[config.mk]
export PLATFORM = sky130hd
export DESIGN_NAME = json_string_unescape_utf8_top
export DESIGN_NICKNAME = d
export VERILOG_FILES = /design/src/hdl/jsu_pkg.sv /design/src/hdl/json_string_unescape_utf8_top.sv
export SDC_FILE = /design/constraint.sdc
export NUM_CORES = 1
export LEC_CHECK = 0
export ABC_AREA = 1
export BUFFER_PORTS_ARGS = -buffer_cell sky130_fd_sc_hd__buf_4
export CAP_MARGIN = 10
export CORE_UTILIZATION = 40
export CTS_CLUSTER_DIAMETER = 200
export DETAILED_ROUTE_END_ITERATION = 12
export PLACE_DENSITY = 0.68
export SLEW_MARGIN = 15
export SYNTH_ARGS = -nofsm -noshare
export SYNTH_HDL_FRONTEND = slang
export SYNTH_SLANG_ARGS = --single-unit
[constraint.sdc]
create_clock -name aclk -period 6.5 [get_ports aclk]
set_input_delay 0.325 -clock aclk [delete_from_list [all_inputs] [get_ports aclk]]
set_output_delay 0.325 -clock aclk [all_outputs]
set_load 0.005 [all_outputs]
[src/hdl/jsu_pkg.sv]
// ----------------------------------------------------------------------------
// jsu_pkg: shared types, codes and helpers for the JSON string unescaper
// Holds the decode modes, result kinds, error codes, and the small
// combinational helpers for hex digits, short escapes and UTF-8 encoding.
// ----------------------------------------------------------------------------
package jsu_pkg;

    typedef enum logic [2:0] {
        MODE_NORMAL   = 3'd0,
        MODE_ESC      = 3'd1,
        MODE_HEX      = 3'd2,
        MODE_HELD     = 3'd3,
        MODE_HELD_ESC = 3'd4,
        MODE_PAIR_HEX = 3'd5
    } mode_t;

    typedef enum logic [1:0] {
        KIND_BYTE  = 2'd0,
        KIND_QUOTE = 2'd1,
        KIND_ERROR = 2'd2
    } kind_t;

    typedef enum logic [2:0] {
        ERR_UNTERM_STRING = 3'd0,
        ERR_UNTERM_ESCAPE = 3'd1,
        ERR_TRUNC_HEX     = 3'd2,
        ERR_BAD_HEX       = 3'd3,
        ERR_UNKNOWN_ESC   = 3'd4,
        ERR_CONTROL_CHAR  = 3'd5
    } err_t;

    localparam int MAX_RESULTS = 6;
    localparam int HELD_BYTES  = 3;
    localparam int MAIN_SLOTS  = 4;

    localparam logic [7:0]  CHR_QUOTE     = 8'h22;
    localparam logic [7:0]  CHR_BACKSLASH = 8'h5C;
    localparam logic [7:0]  CHR_U         = 8'h75;
    localparam logic [7:0]  CTRL_LIMIT    = 8'h20;
    localparam logic [15:0] HIGH_SUR_LO   = 16'hD800;
    localparam logic [15:0] HIGH_SUR_HI   = 16'hDBFF;
    localparam logic [15:0] LOW_SUR_LO    = 16'hDC00;
    localparam logic [15:0] LOW_SUR_HI    = 16'hDFFF;
    localparam logic [20:0] SUPP_BASE     = 21'h10000;

    typedef struct packed {
        kind_t      kind;
        logic [7:0] data;
        err_t       err;
    } res_t;

    typedef struct packed {
        logic       ok;
        logic [3:0] val;
    } hex_t;

    typedef struct packed {
        logic       ok;
        logic [7:0] data;
    } esc_t;

    typedef struct packed {
        logic [2:0]            len;
        logic [3:0][7:0]       bytes;
    } enc_t;

    function automatic hex_t hex_val(input logic [7:0] c);
        hex_t h;
        h.ok  = 1'b1;
        h.val = 4'd0;
        if (c >= 8'h30 && c <= 8'h39) begin
            h.val = 4'(c - 8'h30);
        end else if (c >= 8'h61 && c <= 8'h66) begin
            h.val = 4'(c - 8'h57);
        end else if (c >= 8'h41 && c <= 8'h46) begin
            h.val = 4'(c - 8'h37);
        end else begin
            h.ok = 1'b0;
        end
        return h;
    endfunction

    // Short escapes other than \u.
    function automatic esc_t esc_map(input logic [7:0] c);
        esc_t e;
        e.ok = 1'b1;
        case (c)
            8'h22:   e.data = 8'h22;
            8'h5C:   e.data = 8'h5C;
            8'h2F:   e.data = 8'h2F;
            8'h62:   e.data = 8'h08;
            8'h66:   e.data = 8'h0C;
            8'h6E:   e.data = 8'h0A;
            8'h72:   e.data = 8'h0D;
            8'h74:   e.data = 8'h09;
            default: begin
                e.ok   = 1'b0;
                e.data = 8'h00;
            end
        endcase
        return e;
    endfunction

    function automatic enc_t utf8_enc(input logic [20:0] cp);
        enc_t e;
        e.bytes = '0;
        if (cp < 21'h80) begin
            e.len      = 3'd1;
            e.bytes[0] = cp[7:0];
        end else if (cp < 21'h800) begin
            e.len      = 3'd2;
            e.bytes[0] = {3'b110, cp[10:6]};
            e.bytes[1] = {2'b10, cp[5:0]};
        end else if (cp < 21'h10000) begin
            e.len      = 3'd3;
            e.bytes[0] = {4'b1110, cp[15:12]};
            e.bytes[1] = {2'b10, cp[11:6]};
            e.bytes[2] = {2'b10, cp[5:0]};
        end else begin
            e.len      = 3'd4;
            e.bytes[0] = {5'b11110, cp[20:18]};
            e.bytes[1] = {2'b10, cp[17:12]};
            e.bytes[2] = {2'b10, cp[11:6]};
            e.bytes[3] = {2'b10, cp[5:0]};
        end
        return e;
    endfunction

endpackage

[src/hdl/json_string_unescape_utf8_top.sv]
// ----------------------------------------------------------------------------
// json_string_unescape_utf8_top: JSON string body decoder to UTF-8
// Decodes raw string body bytes (after the opening quote), including short
// and \u escapes with surrogate pairing, and reports closing quote or error.
// ----------------------------------------------------------------------------
//
//  channel  | dir | tdata                         | tuser         | tlast
//  ---------+-----+-------------------------------+---------------+-------------
//  s_       | in  | in_byte                       | text_ended    | -
//  m_       | out | out_byte, error_code          | out_kind      | last_of_run
//
//  One input beat is decoded in the cycle it is accepted; its 0 to 6 results
//  are loaded into a result buffer and leave one per cycle from there.
//  A beat with at most one result sustains one beat per cycle while m_tready is high;
//  a beat with more results holds the input while the buffer drains.
//  Reset (aresetn low, synchronous) empties the buffer and clears the decoder.
//  m_tready low holds the current result and, while the buffer is not empty,
//  the input.
//
module json_string_unescape_utf8_top (
    input  logic        aclk,
    input  logic        aresetn,
    input  logic        s_tvalid,
    output logic        s_tready,
    input  logic [7:0]  s_tdata,   // [7:0] in_byte
    input  logic        s_tuser,   // [0] text_ended
    output logic        m_tvalid,
    input  logic        m_tready,
    output logic [15:0] m_tdata,   // [7:0] out_byte, [10:8] error_code, [15:11] zero
    output logic [1:0]  m_tuser,   // [1:0] out_kind
    output logic        m_tlast    // last_of_run
);

    jsu_pkg::mode_t      mode_reg, mode_next;
    logic [15:0]         acc_reg, acc_next;
    logic [1:0]          cnt_reg, cnt_next;
    logic                bad_reg, bad_next;
    logic [9:0]          held_reg, held_next;

    jsu_pkg::res_t       buf_reg  [jsu_pkg::MAX_RESULTS];
    jsu_pkg::res_t       buf_next [jsu_pkg::MAX_RESULTS];
    logic [2:0]          count_reg, count_next;
    logic [2:0]          idx_reg;

    logic                in_accept;
    logic [7:0]          c;
    logic                ended;

    logic                pre_held;
    logic [2:0]          main_cnt;
    jsu_pkg::res_t [jsu_pkg::MAIN_SLOTS-1:0] main_list;
    logic                fin;
    jsu_pkg::kind_t      fin_kind;
    jsu_pkg::err_t       fin_err;

    jsu_pkg::hex_t       hv;
    jsu_pkg::esc_t       em;
    logic [15:0]         acc_shift;
    logic                bad_any;
    jsu_pkg::enc_t       enc_held;
    jsu_pkg::enc_t       enc_lone;
    jsu_pkg::enc_t       enc_pair;
    logic                is_pair;
    logic                is_low;
    logic                is_high;

    assign c         = s_tdata;
    assign ended     = s_tuser;
    assign m_tvalid  = (idx_reg != count_reg);
    assign m_tlast   = (idx_reg == count_reg - 3'd1);
    assign s_tready  = !m_tvalid || (m_tready && m_tlast);
    assign in_accept = s_tvalid && s_tready;

    assign m_tuser   = buf_reg[idx_reg].kind;
    assign m_tdata   = {5'd0, buf_reg[idx_reg].err, buf_reg[idx_reg].data};

    assign hv        = jsu_pkg::hex_val(c);
    assign em        = jsu_pkg::esc_map(c);
    assign acc_shift = hv.ok ? {acc_reg[11:0], hv.val} : acc_reg;
    assign bad_any   = bad_reg || !hv.ok;
    assign enc_held  = jsu_pkg::utf8_enc({5'd0, 6'b110110, held_reg});
    assign enc_lone  = jsu_pkg::utf8_enc({5'd0, acc_shift});
    assign enc_pair  = jsu_pkg::utf8_enc(jsu_pkg::SUPP_BASE + {1'b0, held_reg, acc_shift[9:0]});
    assign is_pair   = (mode_reg == jsu_pkg::MODE_PAIR_HEX);
    assign is_low    = (acc_shift >= jsu_pkg::LOW_SUR_LO) && (acc_shift <= jsu_pkg::LOW_SUR_HI);
    assign is_high   = (acc_shift >= jsu_pkg::HIGH_SUR_LO) && (acc_shift <= jsu_pkg::HIGH_SUR_HI);

    // Next decoder state for one beat.
    always_comb begin
        mode_next = mode_reg;
        acc_next  = acc_reg;
        cnt_next  = cnt_reg;
        bad_next  = bad_reg;
        held_next = held_reg;

        if (fin) begin
            // Quote or error: back to a fresh string body.
            mode_next = jsu_pkg::MODE_NORMAL;
            acc_next  = '0;
            cnt_next  = '0;
            bad_next  = 1'b0;
            held_next = '0;
        end else begin
            case (mode_reg)
                jsu_pkg::MODE_ESC,
                jsu_pkg::MODE_HELD_ESC: begin
                    if (mode_reg == jsu_pkg::MODE_HELD_ESC && c == jsu_pkg::CHR_U) begin
                        mode_next = jsu_pkg::MODE_PAIR_HEX;
                        acc_next  = '0;
                        cnt_next  = '0;
                        bad_next  = 1'b0;
                    end else begin
                        if (mode_reg == jsu_pkg::MODE_HELD_ESC) begin
                            held_next = '0;
                        end
                        if (em.ok) begin
                            mode_next = jsu_pkg::MODE_NORMAL;
                        end else if (c == jsu_pkg::CHR_U) begin
                            mode_next = jsu_pkg::MODE_HEX;
                            acc_next  = '0;
                            cnt_next  = '0;
                            bad_next  = 1'b0;
                        end
                    end
                end
                jsu_pkg::MODE_HEX,
                jsu_pkg::MODE_PAIR_HEX: begin
                    acc_next = acc_shift;
                    if (cnt_reg != 2'd3) begin
                        cnt_next = cnt_reg + 2'd1;
                        bad_next = bad_any;
                    end else begin
                        mode_next = jsu_pkg::MODE_NORMAL;
                        acc_next  = '0;
                        cnt_next  = '0;
                        bad_next  = 1'b0;
                        held_next = '0;
                        if (!(is_pair && is_low) && is_high) begin
                            // Hold the high surrogate so that a following low-surrogate escape can pair with it.
                            held_next = acc_shift[9:0];
                            mode_next = jsu_pkg::MODE_HELD;
                        end
                    end
                end
                default: begin
                    if (mode_reg == jsu_pkg::MODE_HELD && c == jsu_pkg::CHR_BACKSLASH) begin
                        mode_next = jsu_pkg::MODE_HELD_ESC;
                    end else begin
                        if (mode_reg == jsu_pkg::MODE_HELD) begin
                            held_next = '0;
                        end
                        mode_next = (c == jsu_pkg::CHR_BACKSLASH) ? jsu_pkg::MODE_ESC
                                                                  : jsu_pkg::MODE_NORMAL;
                    end
                end
            endcase
        end
    end

    // Results of one beat: the held-surrogate prefix and the main results.
    always_comb begin
        pre_held  = 1'b0;
        main_cnt  = 3'd0;
        main_list = '0;
        fin       = 1'b0;
        fin_kind  = jsu_pkg::KIND_ERROR;
        fin_err   = jsu_pkg::ERR_UNTERM_STRING;

        if (ended) begin
            fin = 1'b1;
            case (mode_reg)
                jsu_pkg::MODE_ESC:      fin_err = jsu_pkg::ERR_UNTERM_ESCAPE;
                jsu_pkg::MODE_HEX,
                jsu_pkg::MODE_PAIR_HEX: fin_err = jsu_pkg::ERR_TRUNC_HEX;
                jsu_pkg::MODE_HELD: begin
                    pre_held = 1'b1;
                    fin_err  = jsu_pkg::ERR_UNTERM_STRING;
                end
                jsu_pkg::MODE_HELD_ESC: begin
                    pre_held = 1'b1;
                    fin_err  = jsu_pkg::ERR_UNTERM_ESCAPE;
                end
                default:                fin_err = jsu_pkg::ERR_UNTERM_STRING;
            endcase
        end else begin
            case (mode_reg)
                jsu_pkg::MODE_ESC,
                jsu_pkg::MODE_HELD_ESC: begin
                    if (!(mode_reg == jsu_pkg::MODE_HELD_ESC && c == jsu_pkg::CHR_U)) begin
                        if (mode_reg == jsu_pkg::MODE_HELD_ESC) begin
                            pre_held = 1'b1;
                        end
                        if (em.ok) begin
                            main_list[0] = '{jsu_pkg::KIND_BYTE, em.data,
                                             jsu_pkg::ERR_UNTERM_STRING};
                            main_cnt     = 3'd1;
                        end else if (c != jsu_pkg::CHR_U) begin
                            fin     = 1'b1;
                            fin_err = jsu_pkg::ERR_UNKNOWN_ESC;
                        end
                    end
                end
                jsu_pkg::MODE_HEX,
                jsu_pkg::MODE_PAIR_HEX: begin
                    if (cnt_reg == 2'd3) begin
                        if (bad_any) begin
                            fin     = 1'b1;
                            fin_err = jsu_pkg::ERR_BAD_HEX;
                        end else if (is_pair && is_low) begin
                            for (int j = 0; j < jsu_pkg::MAIN_SLOTS; j++) begin
                                main_list[j] = '{jsu_pkg::KIND_BYTE, enc_pair.bytes[j],
                                                 jsu_pkg::ERR_UNTERM_STRING};
                            end
                            main_cnt = enc_pair.len;
                        end else begin
                            pre_held = is_pair;
                            if (!is_high) begin
                                for (int j = 0; j < jsu_pkg::MAIN_SLOTS; j++) begin
                                    main_list[j] = '{jsu_pkg::KIND_BYTE, enc_lone.bytes[j],
                                                     jsu_pkg::ERR_UNTERM_STRING};
                                end
                                main_cnt = enc_lone.len;
                            end
                        end
                    end
                end
                default: begin
                    if (!(mode_reg == jsu_pkg::MODE_HELD && c == jsu_pkg::CHR_BACKSLASH)) begin
                        if (mode_reg == jsu_pkg::MODE_HELD) begin
                            pre_held = 1'b1;
                        end
                        if (c == jsu_pkg::CHR_QUOTE) begin
                            fin      = 1'b1;
                            fin_kind = jsu_pkg::KIND_QUOTE;
                        end else if (c == jsu_pkg::CHR_BACKSLASH) begin
                            main_cnt = 3'd0;
                        end else if (c < jsu_pkg::CTRL_LIMIT) begin
                            fin     = 1'b1;
                            fin_err = jsu_pkg::ERR_CONTROL_CHAR;
                        end else begin
                            main_list[0] = '{jsu_pkg::KIND_BYTE, c,
                                             jsu_pkg::ERR_UNTERM_STRING};
                            main_cnt     = 3'd1;
                        end
                    end
                end
            endcase
        end

        // Quote or error: a single main result, after any held-surrogate prefix.
        if (fin) begin
            main_list    = '0;
            main_list[0] = '{fin_kind, 8'h00,
                             (fin_kind == jsu_pkg::KIND_ERROR) ? fin_err
                                                               : jsu_pkg::ERR_UNTERM_STRING};
            main_cnt     = 3'd1;
        end
    end

    // Place the held-surrogate bytes ahead of the main results.
    always_comb begin
        for (int i = 0; i < jsu_pkg::MAX_RESULTS; i++) begin
            buf_next[i] = '0;
            if (pre_held) begin
                if (i < jsu_pkg::HELD_BYTES) begin
                    buf_next[i] = '{jsu_pkg::KIND_BYTE, enc_held.bytes[i],
                                    jsu_pkg::ERR_UNTERM_STRING};
                end else begin
                    buf_next[i] = main_list[i - jsu_pkg::HELD_BYTES];
                end
            end else if (i < jsu_pkg::MAIN_SLOTS) begin
                buf_next[i] = main_list[i];
            end
        end
        count_next = main_cnt + (pre_held ? 3'(jsu_pkg::HELD_BYTES) : 3'd0);
    end

    always_ff @(posedge aclk) begin
        if (!aresetn) begin
            mode_reg  <= jsu_pkg::MODE_NORMAL;
            acc_reg   <= '0;
            cnt_reg   <= '0;
            bad_reg   <= 1'b0;
            held_reg  <= '0;
            count_reg <= '0;
            idx_reg   <= '0;
        end else if (in_accept) begin
            mode_reg  <= mode_next;
            acc_reg   <= acc_next;
            cnt_reg   <= cnt_next;
            bad_reg   <= bad_next;
            held_reg  <= held_next;
            count_reg <= count_next;
            idx_reg   <= '0;
        end else if (m_tvalid && m_tready) begin
            idx_reg <= idx_reg + 3'd1;
        end
    end

    // Result payload: load the whole run on an accepted beat.
    always_ff @(posedge aclk) begin
        if (in_accept) begin
            for (int i = 0; i < jsu_pkg::MAX_RESULTS; i++) begin
                buf_reg[i] <= buf_next[i];
            end
        end
    end

endmodule
* Word level (Yosys, flattened, before mapping) *
Memory sizes are Yosys's and may differ from the RTL's. A register that Yosys moved wholly into a read port is not among the register bits.
Cells that the tools add are included.

word-level totals
  flip-flop bits (word level) = 38
  latch bits = 0
  RAM bits = 78
  ROM bits = 0
  bits of input ports = 13
  output and inout port bits = 21
  logic and storage cells = 227
  memories kept = 1

memory list
  name     depth  width  rd ports  clocked after Yosys merged registers in  write ports  RTL line                             RTL
  buf_reg  6      13     1         1                                        6            json_string_unescape_utf8_top.sv:40  jsu_pkg::res_t buf_reg [jsu_pkg::MAX_RESULTS];

operators by class
  add/sub/neg operators = 8
  multiply operators = 0
  div/mod/pow operators = 0
  $lt $le $gt $ge = 16
  equality and inequality tests = 27
  shifts and indexed selects = 0
  multiplexer cells = 139
  bitwise logic cells = 1
  reduce and logical (&&, ||, !) cells = 28

operators with widths
  cell                                                   number
  two-way mux 52 bit                                     5
  two-way mux 16 bit                                     10
  two-way mux 24 bit                                     5
  two-way mux 3 bit                                      27
  two-way mux 13 bit                                     6
  two-way mux 10 bit                                     7
  two-way mux 11 bit                                     6
  equality test 8 x 7 -> 1 bit (second input constant)   7
  one-hot mux 7 bit (8 select lines)                     1
  two-way mux 50 bit                                     1
  two-way mux 39 bit                                     1
  two-way mux 1 bit                                      38
  >= comparator 16 bit (second input constant)           2
  <= comparator 16 bit (second input constant)           2
  two-way mux 8 bit                                      4
  one-hot mux 16 bit (2 select lines)                    1
  two-way mux 2 bit                                      13
  one-hot mux 13 bit (2 select lines)                    1
  two-way mux 22 bit                                     1
  adder 17 x 20 -> 21 bit (first input constant)         1
  < comparator 21 x 12 -> 1 bit (second input constant)  1
  < comparator 21 x 17 -> 1 bit (second input constant)  1
  < comparator 21 x 8 -> 1 bit (second input constant)   1
  one-hot mux 10 bit (2 select lines)                    1
  other kinds (43)                                       76

* Depth between registers and ports, before layout *
Gate-level depths: netlist of run 1.

  depth in word-level cells = 20
  mapped depth = 27
  gate-level depth less buffers = 26

* Worst setup path before layout of run 1 *
No wires, ideal clock.

  kind = reg-to-reg
  start point = register count_reg[0]
  end point = register held_reg[0]
  library setup time = 0.132 ns
  arrival = 3.602 ns
  required time = 6.368 ns
  slack = 2.766 ns
  cell stages (with the launch flop) = 11
  path buffers = 0
  period minus slack after synthesis = 3.734 ns
  cells stage by stage = dfxtp_1 > inv_1 > ha_1 > xnor2_1 > inv_1 > and3_1 > nand2_1 > a21boi_2 > o211ai_2 > nand2_1 > a21oi_1

between the ends
  longest elaborated chain between the ends = 6
  elaborated cells between the ends (all ways) = 8
  those cells by class = add/sub (1); eq/ne (2); reduce/logical (5)

ends and longest elaborated chain
  item                                  RTL line                              RTL
  from (decl)                           json_string_unescape_utf8_top.sv:42   logic [2:0] count_reg, count_next;
  from (signal assigned)                json_string_unescape_utf8_top.sv:293  count_reg <= count_next;
  subtractor 3 x 1 -> 3 bit             json_string_unescape_utf8_top.sv:70   assign m_tlast = (idx_reg == count_reg - 3'd1);
  equality test 3 bit                   json_string_unescape_utf8_top.sv:70
  via m_tlast                           json_string_unescape_utf8_top.sv:31   output logic m_tlast
  logical AND 1 bit                     json_string_unescape_utf8_top.sv:71   assign s_tready = !m_tvalid || (m_tready && m_tlast);
  logical OR 1 bit                      json_string_unescape_utf8_top.sv:71
  logical AND 1 bit                     json_string_unescape_utf8_top.sv:72   assign in_accept = s_tvalid && s_tready;
  via in_accept                         json_string_unescape_utf8_top.sv:45   logic in_accept;
  AND reduction 6 bit (no source line)  n/a
  to (signal assigned)                  json_string_unescape_utf8_top.sv:292  held_reg <= held_next;
  to (decl)                             json_string_unescape_utf8_top.sv:38   logic [9:0] held_reg, held_next;

The timed path passes the listed nets, and every way through them passes these cells.
A chain may end at the register's enable or synchronous reset.

* Worst setup path after layout of run 1 *
  start point = input s_tdata[0]
  end point = register count_reg[2]

between the ends
  longest elaborated chain between the ends = 18
  elaborated cells between the ends (all ways) = 87
  those cells by class = add/sub (5); order compare (16); eq/ne (10); mux (45); reduce/logical (11)

ends and longest elaborated chain
  item                                                                                 RTL line                              RTL
  from (decl)                                                                          json_string_unescape_utf8_top.sv:25   input logic [7:0] s_tdata,
  >= comparator 8 x 7 -> 1 bit / <= comparator 8 x 7 -> 1 bit (equally long branches)  jsu_pkg.sv:75                         end else if (c >= 8'h41 && c <= 8'h46) begin
  logical AND 1 bit                                                                    jsu_pkg.sv:75
  two-way mux 4 bit / two-way mux 1 bit (equally long branches)                        jsu_pkg.sv:75
  two-way mux 4 bit / two-way mux 1 bit (equally long branches)                        jsu_pkg.sv:73                         end else if (c >= 8'h61 && c <= 8'h66) begin
  two-way mux 4 bit / two-way mux 1 bit (equally long branches)                        jsu_pkg.sv:71                         if (c >= 8'h30 && c <= 8'h39) begin
  two-way mux 16 bit                                                                   json_string_unescape_utf8_top.sv:79   assign acc_shift = hv.ok ? {acc_reg[11:0], hv.val} : acc_reg;
  adder 17 x 20 -> 21 bit                                                              json_string_unescape_utf8_top.sv:83   assign enc_pair = jsu_pkg::utf8_enc(jsu_pkg::SUPP_BASE + {1'b0, held_reg, acc_shift[9:0]});
  < comparator 21 x 17 -> 1 bit                                                        jsu_pkg.sv:114                        end else if (cp < 21'h10000) begin
  (+2 left out)                                                                        n/a
  two-way mux 3 bit                                                                    jsu_pkg.sv:107                        if (cp < 21'h80) begin
  two-way mux 3 bit                                                                    json_string_unescape_utf8_top.sv:209  end else if (is_pair && is_low) begin
  two-way mux 3 bit                                                                    json_string_unescape_utf8_top.sv:206  if (bad_any) begin
  two-way mux 3 bit                                                                    json_string_unescape_utf8_top.sv:205  if (cnt_reg == 2'd3) begin
  one-hot mux 3 bit (2 select lines)                                                   json_string_unescape_utf8_top.sv:186  case (mode_reg)
  two-way mux 3 bit                                                                    json_string_unescape_utf8_top.sv:169  if (ended) begin
  two-way mux 3 bit                                                                    json_string_unescape_utf8_top.sv:251  if (fin) begin
  adder 3 x 2 -> 3 bit *                                                               json_string_unescape_utf8_top.sv:275  count_next = main_cnt + (pre_held ? 3'(jsu_pkg::HELD_BYTES) : 3'd0);

Mark *: on every way between the ends. The rest lies on a longest branch, timed or not.

==> metrics.yaml, run 1 <==
synth_edf_count: 54
cpMostUsedCell: "nand2_1"
drc: 0
grt_remaining_overflow: 0
gp_congestion: 0.948
layout-drive-gt1-share_pct: 12.8
grt_pass1_vias: 5723
finalHoldViolations: 0
seq_area_sq_um: 2440
fin_crit_ps: 3790
cts_buffers: 9
largest_reg_flops: 54
ys_ff_latch: 95
grt_max_degree: 63
stdcell_count: 1164
clkLatencyLatePin_ps: 370
crit_slowest_cell: "nand2_2"
drv_slew: 0
cts_resized: 0
fill_cells: 1694
top_layer: "met4"
vdd_drop_max_uv: 196
synthCells: 936
slew_headroom_pct: 37.2
vias: 6247
max_stage_delay_ps: 440
yosysMostFrequentCell: "nand2_1"
synth_top_area_share_pct: 24.6
cts_setup_buffers: 0
fin_nets: 966
fmax_mhz: 264
cp_max_fo: 34
tightest_slew_ps: 941
worst_slack_ps: 2710
period_share_pct: 58.3
die-area_sq_um: 17000
grt_pass1_wl_um: 29300
multi_input_area_sq_um: 3590
syn_avg_cell_area_sq_um: 7.04
drtIter0Drc: 637
ctsHoldBuffers: 0
seq_area_frac_synth_pct: 37.1
drtPass1Iterations: 5
netlist_area_sq_um: 6590
outcome: "finished clean"
worstSetupPathType: "in2reg"
synth_common_cells: "nand2_1 (270), nand3_1 (96), nor2_1 (93)"
core_area_sq_um: 16000
cts_tree: "built"
dpl.hpwl_um: 13400
num_rows: 46
worstPathRequired_ps: 6750
cts_root_buffer: "clkbuf_16"
dr_wl_met3_um: 1040
rsz0062_at_grt: "no"
synthTopCellsByArea: "edfxtp_1 (25%), nand2_1 (15%), dfxtp_1 (12%)"
fp.dieW_um: 130
synth_top_area_cell: "edfxtp_1"
drt-met1-wl_um: 8560
power.leakage_uw: 0.00294
die-height_um: 130
grt.total_usage_pct: 22.3
start_util_pct: 41.2
io_buffers: 28
routedWlPerCell_um: 15.4
dp_cells: 1148
synth.distinct_cells: 49
routed_via_density: 5.37
hp-class: "in2reg"
clock-sinks: 95
dp_slack_ps: 2350
fin_skew_ps: 12.4
endpoint_kind: "flop"
maxCapViolations: 0
diodes: 0
async_reset_ff_share_pct: 0
total_power_uw: 2110
design.portCount: 34
clock_path_buffers: 2
routed_wl_um: 17900
clkTransAtPathRegs_ps: 80
cp_data_arrival_time_ps: 4050
crit_family: "simple AND/OR/NAND/NOR gates"
wl_met2_um: 7930
antenna_found_initial: 0
drtAntennaViolNets: 0
fin_area_sq_um: 7170
setup_viol: 0
area_growth_pct: 8.93
ys_warn_count: 0
synth_ff_type: "edfxtp_1"
power_density_nw_per_um2: 294
cp_cell_sequence: "buf_4 -> inv_1 -> ha_1 -> inv_1 -> nand2_1 -> nand2_1 -> nand2_2 -> nand2_4 -> nand2_4 -> nand2_1 -> nand2_1 -> nor2_2 -> nand3_2 -> nand4_1 -> nand3b_1 -> nand2_2 -> inv_2 -> ha_1 -> fa_1 -> nand2_1 -> nand3_1 -> o211ai_1 -> inv_1"
critPathBufInv: 5
place_area_sq_um: 6870
cts_max_level: 3
final.setup.tns_ps: 0
critPathLaunchType: "input port"
[area by class of cell]
class                   count  share of cell area [%]
multi-input cells         715                    50.0
flip-flops and latches     95                    34.0
inverters                  92                    4.81
well taps                 216                    3.77
clock buffers               9                    3.14
repair buffers             30                    3.14
clock inverters             7                    1.10
[path summary, 6_finish.rpt]
kind / from / end / slack [ps] / depth (start not counted)
worst max-delay path: s_tdata[0] / count_reg[2] / 2710 / 23
worst min-delay path: aresetn / cnt_reg[0] / 260 / 3
worst max register to register: held_reg[6] / count_reg[1] / 3050 / 15
worst min register to register: acc_reg[0] / acc_reg[0] / 470 / 2
[metal layers]
| metal | global-route usage [%] | up-vias |
|---|---|---|
| met5 | 0 | - |
| met4 | 7.73 | 0 |
| met3 | 3.73 | 31 |
| met2 | 35.1 | 197 |
| met1 | 30.9 | 2882 |
| li1 | - | 3137 |
[worst register-to-register path, delay by kind of cell (launching register included)]
family	cells	cell delay [ps]
flops	1	530
simple gates	8	1410
compound gates	4	580
fa+ha+maj	3	820
[stage by stage]
step / util, % / hold WS (ps)
finish: 44.8 / 256
global placement: 42.9 / 455
CTS: 44.8 / 257
detailed placement: 42.9 / 460
floorplan: - / 443
global route: 44.8 / 294
[power breakdown]
group	total [uW]	switching (uW)	internal (uW)
combinational	666	418	248
sequential	907	52.3	854
clock	536	263	273
total	2110	734	1370
[cells in the final DEF (no fill, tap or decap), types with 10 or more instances in the layout]
cell / count
a21oi_1: 70
nand2_1: 270
nand2_2: 18
edfxtp_1: 54
nor2_1: 93
o21ai_0: 30
dfxtp_1: 41
nor2_2: 10
nand4_1: 10
o21ai_1: 10
nand3_1: 96
buf_4: 30
o22ai_1: 17
inv_2: 14
inv_1: 75
[cell families after synthesis]
group,count (synthesis),share of synthesized area (%)
AND/OR/NAND/NOR,536,37.3
AO/OA/AOI/OAI,157,13.9
buffers and inverters,131,8.85
flip-flops,95,37.1
adder cells (fa/ha/maj),10,2.01
XOR/XNOR,6,0.798
other,1,0.0569
Power figures use the tool's default switching activity.
==> run 2: changes to the inputs <==
ABC_AREA = 0   (was 1)
PLACE_DENSITY = 0.7   (was 0.68)
clock period = 3.3 ns   (was 6.5 ns; I/O delays follow)
==> metrics.yaml, run 2 <==
outcome: "finished clean"
final_common_cell: "nand2_1"
holdPathStages: 3
fin_nets: 780
drtAntennaViolNets: 0
cts_tree: "built"
async_reset_ff_share_pct: 0
critPathLaunchType: "flop"
worstSetupPathType: "reg2reg"
vias: 5911
rsz0062_at_grt: "no"
fp.dieW_um: 129
clkLatencyLatePin_ps: 360
slew_headroom_pct: 28.7
drc: 0
routedWlPerCell_um: 20.4
grt_remaining_overflow: 0
finalHoldViolations: 0
fmax_mhz: 323
cp_max_fo: 6
fin_crit_ps: 3100
io_buffers: 28
antenna_found_initial: 0
synth.distinct_cells: 95
period_share_pct: 93.8
ctsHoldBuffers: 0
tightest_slew_ps: 1070
power.leakage_uw: 0.00272
ys_warn_count: 0
worstPathRequired_ps: 3540
grt.total_usage_pct: 24.7
synthTopCellsByArea: "edfxtp_1 (25%), dfxtp_1 (13%), nand2_1 (4.9%)"
rr_worst_depth: 11
gr-usage-met3_pct: 4.24
place_area_sq_um: 7060
syn_avg_cell_area_sq_um: 9.08
cts_buffers: 9
met1_usage_pct: 35.5
maxCapViolations: 0
routed_wl_um: 19800
synth_top_area_cell: "edfxtp_1"
grt_pass1_wl_um: 31200
yosysMostFrequentCell: "nand2_1"
synth_edf_count: 54
num_rows: 45
seq_area_frac_synth_pct: 38.2
dpl.hpwl_um: 15200
drv_slew: 0
endpoint_kind: "flop"
ys_ff_latch: 95
drtPass1Iterations: 6
die-height_um: 129
synth_common_cells: "nand2_1 (83), nor2_1 (57), edfxtp_1 (54)"
synth_top_area_share_pct: 25.3
die-area_sq_um: 16500
clock_path_buffers: 2
design.portCount: 34
cts_max_level: 3
top_usage_layer: "met2"
clock-sinks: 95
setup_viol: 0
final.setup.tns_ps: 0
fin_skew_ps: 14.6
largest_reg_flops: 54
cts_root_buffer: "clkbuf_16"
use_met2_pct: 37.9
layout-drive-gt1-share_pct: 17.3
area_growth_pct: 15.1
fin_area_sq_um: 7370
diodes: 0
routed_via_density: 6.08
cp_data_arrival_time_ps: 3340
start_util_pct: 41.5
vdd_drop_max_uv: 357
drtIter0Drc: 712
grt_pass1_vias: 5492
synth_ff_type: "edfxtp_1"
core_area_sq_um: 15400
final_cell_mix: "nand2_1 (83), buf_4 (82), nor2_1 (57)"
gp_congestion: 1.01
clkTransAtPathRegs_ps: 70
synthCells: 705
hp-class: "in2reg"
netlist_area_sq_um: 6400
power_density_nw_per_um2: 435
grt_max_degree: 26
==> run 2: changes by cell type in the layout (fill, tap and decap cells not counted), moves of 16 or more <==
cell     previous run  this run
a21oi_1            70        44
nor3_1              5        21
nand2_1           270        83
nand3_1            96        16
mux2i_1             0        24
nand2_2            18         0
buf_4              30        82
inv_1              75        15
nor2_1             93        57
==> run 2: final timing paths <==
kind / slack [ps] / start / to
max: 200 / held_reg[2] / count_reg[1]
min: 140 / m_tready / idx_reg[1]
max reg2reg: 200 / held_reg[2] / count_reg[1]
min reg2reg: 480 / cnt_reg[1] / cnt_reg[1]
==> run 2: area by class of cell <==
| type | instances | area [sq um] |
|---|---|---|
| sequential | 95 | 2440 |
| inverter | 17 | 63.8 |
| clock buffer | 9 | 225 |
| timing repair buffer | 82 | 616 |
| multi-input combinational | 552 | 3680 |
| clock inverter | 7 | 78.8 |
| tap | 211 | 264 |
| fill | 1509 | 8060 |
==> run 2: cells by family (layout without fill, tap and decap cells) <==
| group | count (synthesis) | count (layout) | synth area share (%) |
|---|---|---|---|
| other cells | 1 | 6 | 0.0586 |
| mux | 34 | 34 | 6.74 |
| buf+inv | 63 | 115 | 4.73 |
| fa+ha+maj | 10 | 10 | 2.07 |
| compound gates | 218 | 218 | 24.4 |
| flops | 95 | 95 | 38.2 |
| xor+xnor | 10 | 10 | 1.58 |
| simple gates | 274 | 274 | 22.2 |
==> run 2: metrics by stage <==
step	cells	power, uW	utilization [%]	hold WS, ps	worst slack (ps)
final	973	3210	47.8	137	205
after floorplan	710	1940	-	338	339
after CTS	973	3240	47.7	134	163
after detailed placement	957	2190	45.8	473	120
after global routing	973	3360	47.8	155	0.510
after global placement	957	2170	45.8	449	134
==> run 2: critical path, stage by stage, from the launching register on <==
cell and delay [ps]:
dfxtp_1 400, or4_1 590, or2_2 400, nor3_2 210
o21ai_0 160, a21oi_1 190, nor2_1 50, o21ai_0 150
ha_1 190, fa_1 420, mux2i_1 160, nor2_1 50
==> run 2: timing repair <==
action / CTS / global route
setup buffers: 0 / 0
endpoints found under the hold margin: 0 / 0
endpoints found under the setup margin: 0 / 1
resized for setup: 0 / 1
==> run 2: power by group <==
part / switching [uW] / total, uW / internal [uW]
Combinational: 362 / 648 / 286
Sequential: 61.5 / 1510 / 1450
Clock: 509 / 1050 / 543
Total: 933 / 3210 / 2280
==> run 2: per-layer routing <==
metal	vias to the layer above	routed length, um	part of all wire [%]
met3	37	1670	8.4
met5	-	0	0
li1	2800	-	-
met4	0	488	2.5
met2	294	8570	43
met1	2780	9120	46
